`src/hw/rtl/rwc_pkg.sv`:
```
// Package for the RGB window convolution: widths, register indexes, pipeline control type.
package rwc_pkg;
   localparam int DEF_RADIUS    = 1;
   localparam int DEF_MAX_WIDTH = 1024;
   localparam int MAX_HEIGHT    = 4096;
   localparam int TAP_W         = 12;
   localparam int FRAC_W        = 11;
   localparam int PIX_W         = 24;
   localparam int COEF_W        = 60;
   localparam int TAPS_PER_WORD = 5;
   localparam int NUM_WORDS     = 5;
   localparam int CSR_IDX_W     = 3;
   localparam int XW            = 10;
   localparam int YW            = 12;

   localparam logic [CSR_IDX_W-1:0] REG_WIDTH  = 3'd0;
   localparam logic [CSR_IDX_W-1:0] REG_HEIGHT = 3'd1;
   localparam logic [CSR_IDX_W-1:0] REG_COEF0  = 3'd2;
   localparam logic [CSR_IDX_W-1:0] REG_COEF4  = 3'd6;

   // Control that travels along the cell chain with a pixel column.
   typedef struct packed {
      logic          valid;
      logic          conv;
      logic          edge_pix;
      logic [XW-1:0] x;
      logic [YW-1:0] y;
      logic [PIX_W-1:0] pix;
   } ctrl_type;
endpackage

```
`src/hw/rtl/rwc_cell.sv`:
```
// One window column cell: holds one column of pixels and its tap products.
module rwc_cell #(
   parameter int SPAN = 3
) (
   input  logic                              clock,
   input  logic                              en,
   input  logic [SPAN-1:0][rwc_pkg::PIX_W-1:0] col_in,
   output logic [SPAN-1:0][rwc_pkg::PIX_W-1:0] col_out,
   input  logic [SPAN-1:0][rwc_pkg::TAP_W-1:0] taps,
   output logic [2:0][rwc_pkg::TAP_W+8+4-1:0]  psum
);
   import rwc_pkg::*;
   localparam int PW = TAP_W + 8 + 4;

   logic [SPAN-1:0][PIX_W-1:0] col_ff;
   logic [2:0][PW-1:0] sum_in;

   always_comb begin
      for (int ch = 0; ch < 3; ch++) begin
         sum_in[ch] = '0;
         for (int r = 0; r < SPAN; r++)
            sum_in[ch] = sum_in[ch] + PW'(taps[r] * col_ff[r][ch*8 +: 8]);
      end
   end

   always_ff @(posedge clock) begin
      if (en) col_ff <= col_in;
   end

   assign col_out = col_ff;
   assign psum    = sum_in;
endmodule
```
`config.mk`:
```
export PLATFORM = sky130hd
export DESIGN_NAME = rwc_cell
export DESIGN_NICKNAME = d
export VERILOG_FILES = /design/src/hw/rtl/rwc_pkg.sv /design/src/hw/rtl/rwc_cell.sv
export SDC_FILE = /design/constraint.sdc
export NUM_CORES = 2
export LEC_CHECK = 0
export ABC_AREA = 0
export BUFFER_PORTS_ARGS = -buffer_cell sky130_fd_sc_hd__buf_2
export CORE_UTILIZATION = 51
export CTS_BUF_LIST = sky130_fd_sc_hd__clkbuf_2
export DETAILED_ROUTE_END_ITERATION = 10
export PLACE_DENSITY = 0.71
export SETUP_SLACK_MARGIN = 0.02
export SYNTH_ARGS = -nofsm -noshare
export SYNTH_HDL_FRONTEND = slang
export SYNTH_SLANG_ARGS = --single-unit
```
`constraint.sdc`:
```
create_clock -name clock -period 17.4 [get_ports clock]
set_clock_uncertainty 0.15 [all_clocks]
set_input_delay 0 -clock clock [delete_from_list [all_inputs] [get_ports clock]]
set_output_delay 0 -clock clock [all_outputs]
set_load 0.005 [all_outputs]
```
Word level (Yosys, flattened, before mapping)
Index checks and enable logic that the tools add are counted.
W data, S select, Z words.
{"block": "word_totals", "reg_bits": 72, "output_inout_bits": 144, "mem_bits_ro": 0, "latch_bits": 0, "mem_bits_rw": 0, "memories": 0, "inputBits": 110, "wordCells": 18}
{"block": "op_classes", "n_eq_ne": 0, "shift": 0, "n_lt_le_gt_ge": 0, "muxes": 0, "bitwise": 0, "mul": 9, "n_addsub": 6, "n_reduce_logical": 0, "n_div": 0}
{"operator": "$mul A12 B8 Y20", "n": 9}
{"operator": "$add A21 B20 Y22", "n": 3}
{"operator": "$add A20 B20 Y21", "n": 3}

Depth between registers and ports, before layout
{"block": "depth", "ltp_word": 3, "mapped_depth": 24, "ltp_nobuf": 23}

Worst setup path after synthesis
OpenSTA, ideal clock, no wires.
{"block": "synth_path", "kind": "register -> output", "from": "register col_ff (netlist bit col_out[16])", "to": "output port psum[69] (netlist name)", "t_arrival_ns": 6.075, "setup_slack_ns": 11.175, "stages_incl_launch_ff": 22, "required_ns": 17.250, "cell_sequence": "edfxtp_1 -> clkbuf_1 -> and2_1 -> fa_1 -> inv_1 -> fa_1 -> fa_1 -> inv_1 -> fa_1 -> fa_1 -> inv_1 -> fa_1 -> inv_1 -> fa_1 -> ha_1 -> nor2b_4 -> o31a_1 -> o31ai_2 -> a41oi_2 -> a221oi_2 -> o21ai_1 -> xnor2_1"}
{"item": "start, declared", "line_no": "rwc_cell.sv:15", "rtl": "logic [SPAN-1:0][PIX_W-1:0] col_ff;"}
{"item": "start signal, assigned", "line_no": "rwc_cell.sv:27", "rtl": "if (en) col_ff <= col_in;"}
{"item": "end, declared", "line_no": "rwc_cell.sv:10", "rtl": "output logic [2:0][rwc_pkg::TAP_W+8+4-1:0] psum"}

==> run_results.csv <==
group,metric,value,unit
outcome,outcome,"finished clean",
yosys,synth_area_per_cell,9.40,um2
clock_tree,cts_inserted_buffers,9,
floorplanning,core_area,0.0605,mm2
routing,drt_iter0_markers,1156,
yosys,synth_adder_area_share,60.1,%
worst_hold_path,worst_hold_path_type,"in2reg",
routing,final_antenna_net_count,0,
routing,detail_route.first_pass.iterations,8,
yosys,ys_types,56,
yosys,synth_top_cell_area_share,47.8,%
yosys,seq_area_frac_synth,6.91,%
sta,finalCriticalPeriod,7860,ps
yosys,dominantRegCellSynth,"sky130_fd_sc_hd__edfxtp_1",
sta,final_max_slew_violation_count,0,
worst_setup_path,crit_path_end_kind,"output port",
worst_setup_path,timing.critical_path.arrival,7710,ps
sta,final_hold_viols,0,
worst_setup_path,critical_path.startpoint_type,"flop",
placed_design,dp_cells,4214,
yosys,synth.most_common_cell,"sky130_fd_sc_hd__inv_1",
sta,relSlewSlack,33.9,%
global_routing,grt_use_total,25.6,%
yosys,synth-async-reset-ratio,0,%
yosys,combinational_family_with_the_most_area_after_synthesis,"adder cells",
floorplanning,boundaryPins,254,
routing,via_per_inst,5.05,
layout,num-nets-final,4756,
placed_design,dp_hpwl,58400,um
yosys,synth-edff-count,72,
yosys,syn-instance-count,3328,
layout,largest_register_ffs,72,
layout,share_of_post_route_cells_with_drive_strength_above_1,7.76,%
routing,post_drt_wl_per_cell,16.9,um
layout,layout-area-overhead-vs-synth,10.5,%
sta,fmax,0.127,GHz
floorplanning,floorplan.rows,90,
clock_tree,cts_tree,"done",
global_routing,grt_antenna_before_repair,8,
clock_tree,numClockSinks,72,
floorplanning,dieArea,0.0624,mm2
yosys,post_synth_xor_area_fraction,1.34,%
sta,grt_setup_unrepaired,"false",
clock_tree,clockRootBuffer,"sky130_fd_sc_hd__clkbuf_2",
layout,stdcell_count,4382,
yosys,yosysWarnings,0,
routing,drc_errors,0,
yosys,number_of_synthesized_register_bits,72,
yosys,synth_compound_gate_area_share,2.66,%
clock_tree,cts.clk_slew.worst_paths,370,ps
clock_tree,h-tree-depth,3,
floorplanning,initial_utilization,51.7,%
yosys,synth.mux.area_fraction,0,%
routing,via_total_after_detailed_routing,22100,
yosys,yosys-top-cells-area,"sky130_fd_sc_hd__fa_1 (48%), sky130_fd_sc_hd__ha_1 (12%), sky130_fd_sc_hd__inv_1 (11%), sky130_fd_sc_hd__and2_1 (10%), sky130_fd_sc_hd__edfxtp_1 (6.9%)",
sta,min_period_over_period,45.2,%
global_routing,global_route.overflow_total,0,
global_routing,via_count_of_the_first_global_routing_pass,23800,
sta,transition_time_at_the_pin_with_the_least_slew_margin,988,ps
worst_setup_path,critical_path_class,"reg2out",
worst_setup_path,crit_required,17250,ps
job,count_of_max_cap_constraint_violations,0,
sta,setup_tns,0,ps
yosys,synth_simple_gate_area_share,15.9,%
sta,final_setup_violation_count,0,
global_routing,first_pass_grt_wire_length,124000,um
yosys,synth_top_area_cell,"sky130_fd_sc_hd__fa_1",
yosys,synthTopCellsByCount,"sky130_fd_sc_hd__inv_1 (932), sky130_fd_sc_hd__fa_1 (747), sky130_fd_sc_hd__and2_1 (522)",
layout,n_fill_cell,5310,
yosys,netlist_area,0.0313,mm2
worst_setup_path,worst-path-max-fanout,13,
clock_tree,post_cts_resize_count,0,
routing,wl,74100,um
global_routing,pin_count_of_the_biggest_net_entering_global_routing,49,
placed_design,portBuffers,247,
floorplanning,die_height,250,um
clock_tree,maximum_root_to_sink_buffer_count,2,
placed_design,gp_congestion,0.866,
floorplanning,fp.dieW,250,um
worst max-delay path, cell delays in order (launching register included):
cell                       delay, ps
sky130_fd_sc_hd__edfxtp_1        660
sky130_fd_sc_hd__and2_1          240
sky130_fd_sc_hd__fa_1            490
sky130_fd_sc_hd__inv_1            50
sky130_fd_sc_hd__fa_1            500
sky130_fd_sc_hd__fa_1            540
sky130_fd_sc_hd__inv_1            50
sky130_fd_sc_hd__fa_1            480
sky130_fd_sc_hd__fa_1            550
sky130_fd_sc_hd__inv_1            50
sky130_fd_sc_hd__fa_1            480
sky130_fd_sc_hd__inv_1            50
sky130_fd_sc_hd__fa_1            430
sky130_fd_sc_hd__ha_1            350
sky130_fd_sc_hd__nor2b_4         150
sky130_fd_sc_hd__o31a_1          280
sky130_fd_sc_hd__o31ai_2         280
sky130_fd_sc_hd__a41oi_2         340
sky130_fd_sc_hd__a221oi_2        430
sky130_fd_sc_hd__o21ai_1         140
sky130_fd_sc_hd__xnor2_1         170
sky130_fd_sc_hd__buf_2           140
final timing paths:
kind	start	end	slack, ps	cells past startpoint
hold / removal	col_in[56]	col_out[56]$_DFFE_PP_	220	3
setup / recovery	col_out[17]$_DFFE_PP_	psum[69]	9540	21
layout by cell type, fill, tap and decap left out, types with 2 or more instances in the layout:
cell type	Yosys	layout
sky130_fd_sc_hd__ha_1	309	309
sky130_fd_sc_hd__dlygate4sd3_1	0	147
sky130_fd_sc_hd__and2_1	522	522
sky130_fd_sc_hd__o21bai_1	6	6
sky130_fd_sc_hd__and3_1	2	2
sky130_fd_sc_hd__fa_1	747	747
sky130_fd_sc_hd__clkinv_4	0	2
sky130_fd_sc_hd__a21o_1	12	12
sky130_fd_sc_hd__a211o_1	2	2
sky130_fd_sc_hd__nor2b_4	2	2
sky130_fd_sc_hd__a31oi_1	7	7
sky130_fd_sc_hd__o21a_1	7	7
sky130_fd_sc_hd__clkbuf_2	0	9
sky130_fd_sc_hd__edfxtp_1	72	72
sky130_fd_sc_hd__nor3_1	8	8
sky130_fd_sc_hd__a211oi_1	2	2
sky130_fd_sc_hd__nor2b_1	5	5
sky130_fd_sc_hd__nand2_1	363	363
sky130_fd_sc_hd__nor4_1	2	2
sky130_fd_sc_hd__inv_1	932	932
sky130_fd_sc_hd__xor2_1	13	13
sky130_fd_sc_hd__nand3_1	5	5
sky130_fd_sc_hd__conb_1	1	6
sky130_fd_sc_hd__diode_2	0	5
sky130_fd_sc_hd__buf_2	0	246
sky130_fd_sc_hd__a221oi_2	2	2
sky130_fd_sc_hd__xnor2_1	35	35
sky130_fd_sc_hd__nand2b_1	2	2
sky130_fd_sc_hd__nand4_1	4	4
sky130_fd_sc_hd__a41oi_1	2	2
sky130_fd_sc_hd__nor2_1	28	28
sky130_fd_sc_hd__a21oi_1	33	33
sky130_fd_sc_hd__nor3b_1	2	2
sky130_fd_sc_hd__o21ai_1	5	5
sky130_fd_sc_hd__o21ai_0	18	18
sky130_fd_sc_hd__o31a_1	4	4
sky130_fd_sc_hd__buf_4	6	4
through the flow:
stage | hold WS, ps | cell area (um2) | utilization [%] | worst slack [ps]
floorplan | -51.1 | 31300 | - | 11180
global placement | 26.3 | 33000 | 54.5 | 10530
detailed placement | 28.1 | 33000 | 54.5 | 10520
CTS | 123 | 34600 | 57.1 | 9480
global route | 191 | 34600 | 57.2 | 9170
finish | 218 | 34600 | 57.2 | 9540
layer usage:
metal  share of wire, %  track usage (%)
met1                 43             36.6
met2                 47             40.7
met3                7.1             4.11
met4                2.0             6.30
met5              0.055                0
kinds of logic (layout without fill, tap and decap cells):
kind of cell | after synthesis | after routing
buffers and inverters | 1083 | 1345
adder cells (fa/ha/maj) | 1056 | 1056
AND/OR/NAND/NOR | 949 | 949
AO/OA/AOI/OAI | 119 | 119
flip-flops | 72 | 72
XOR/XNOR | 48 | 48
other | 1 | 11
area by class of cell:
type,instances,area [um2],share of cell area [%]
Antenna cell,5,12.5,0.0362
Clock buffer,9,45.0,0.130
Clock inverter,7,80.1,0.232
Inverter,932,3500,10.1
Multi-Input combinational cell,2178,25100,72.5
Sequential cell,72,2160,6.25
Tap cell,782,978,2.83
Timing Repair Buffer,397,2730,7.90
what timing repair did:
item | CTS | global route
hold buffers | 147 | 0
buffers inserted | 0 | 0
endpoints found under the hold margin | 136 | 0
Power is not shown: default switching activity piles up to over one toggle a cycle in this logic, so the estimate is an artifact.
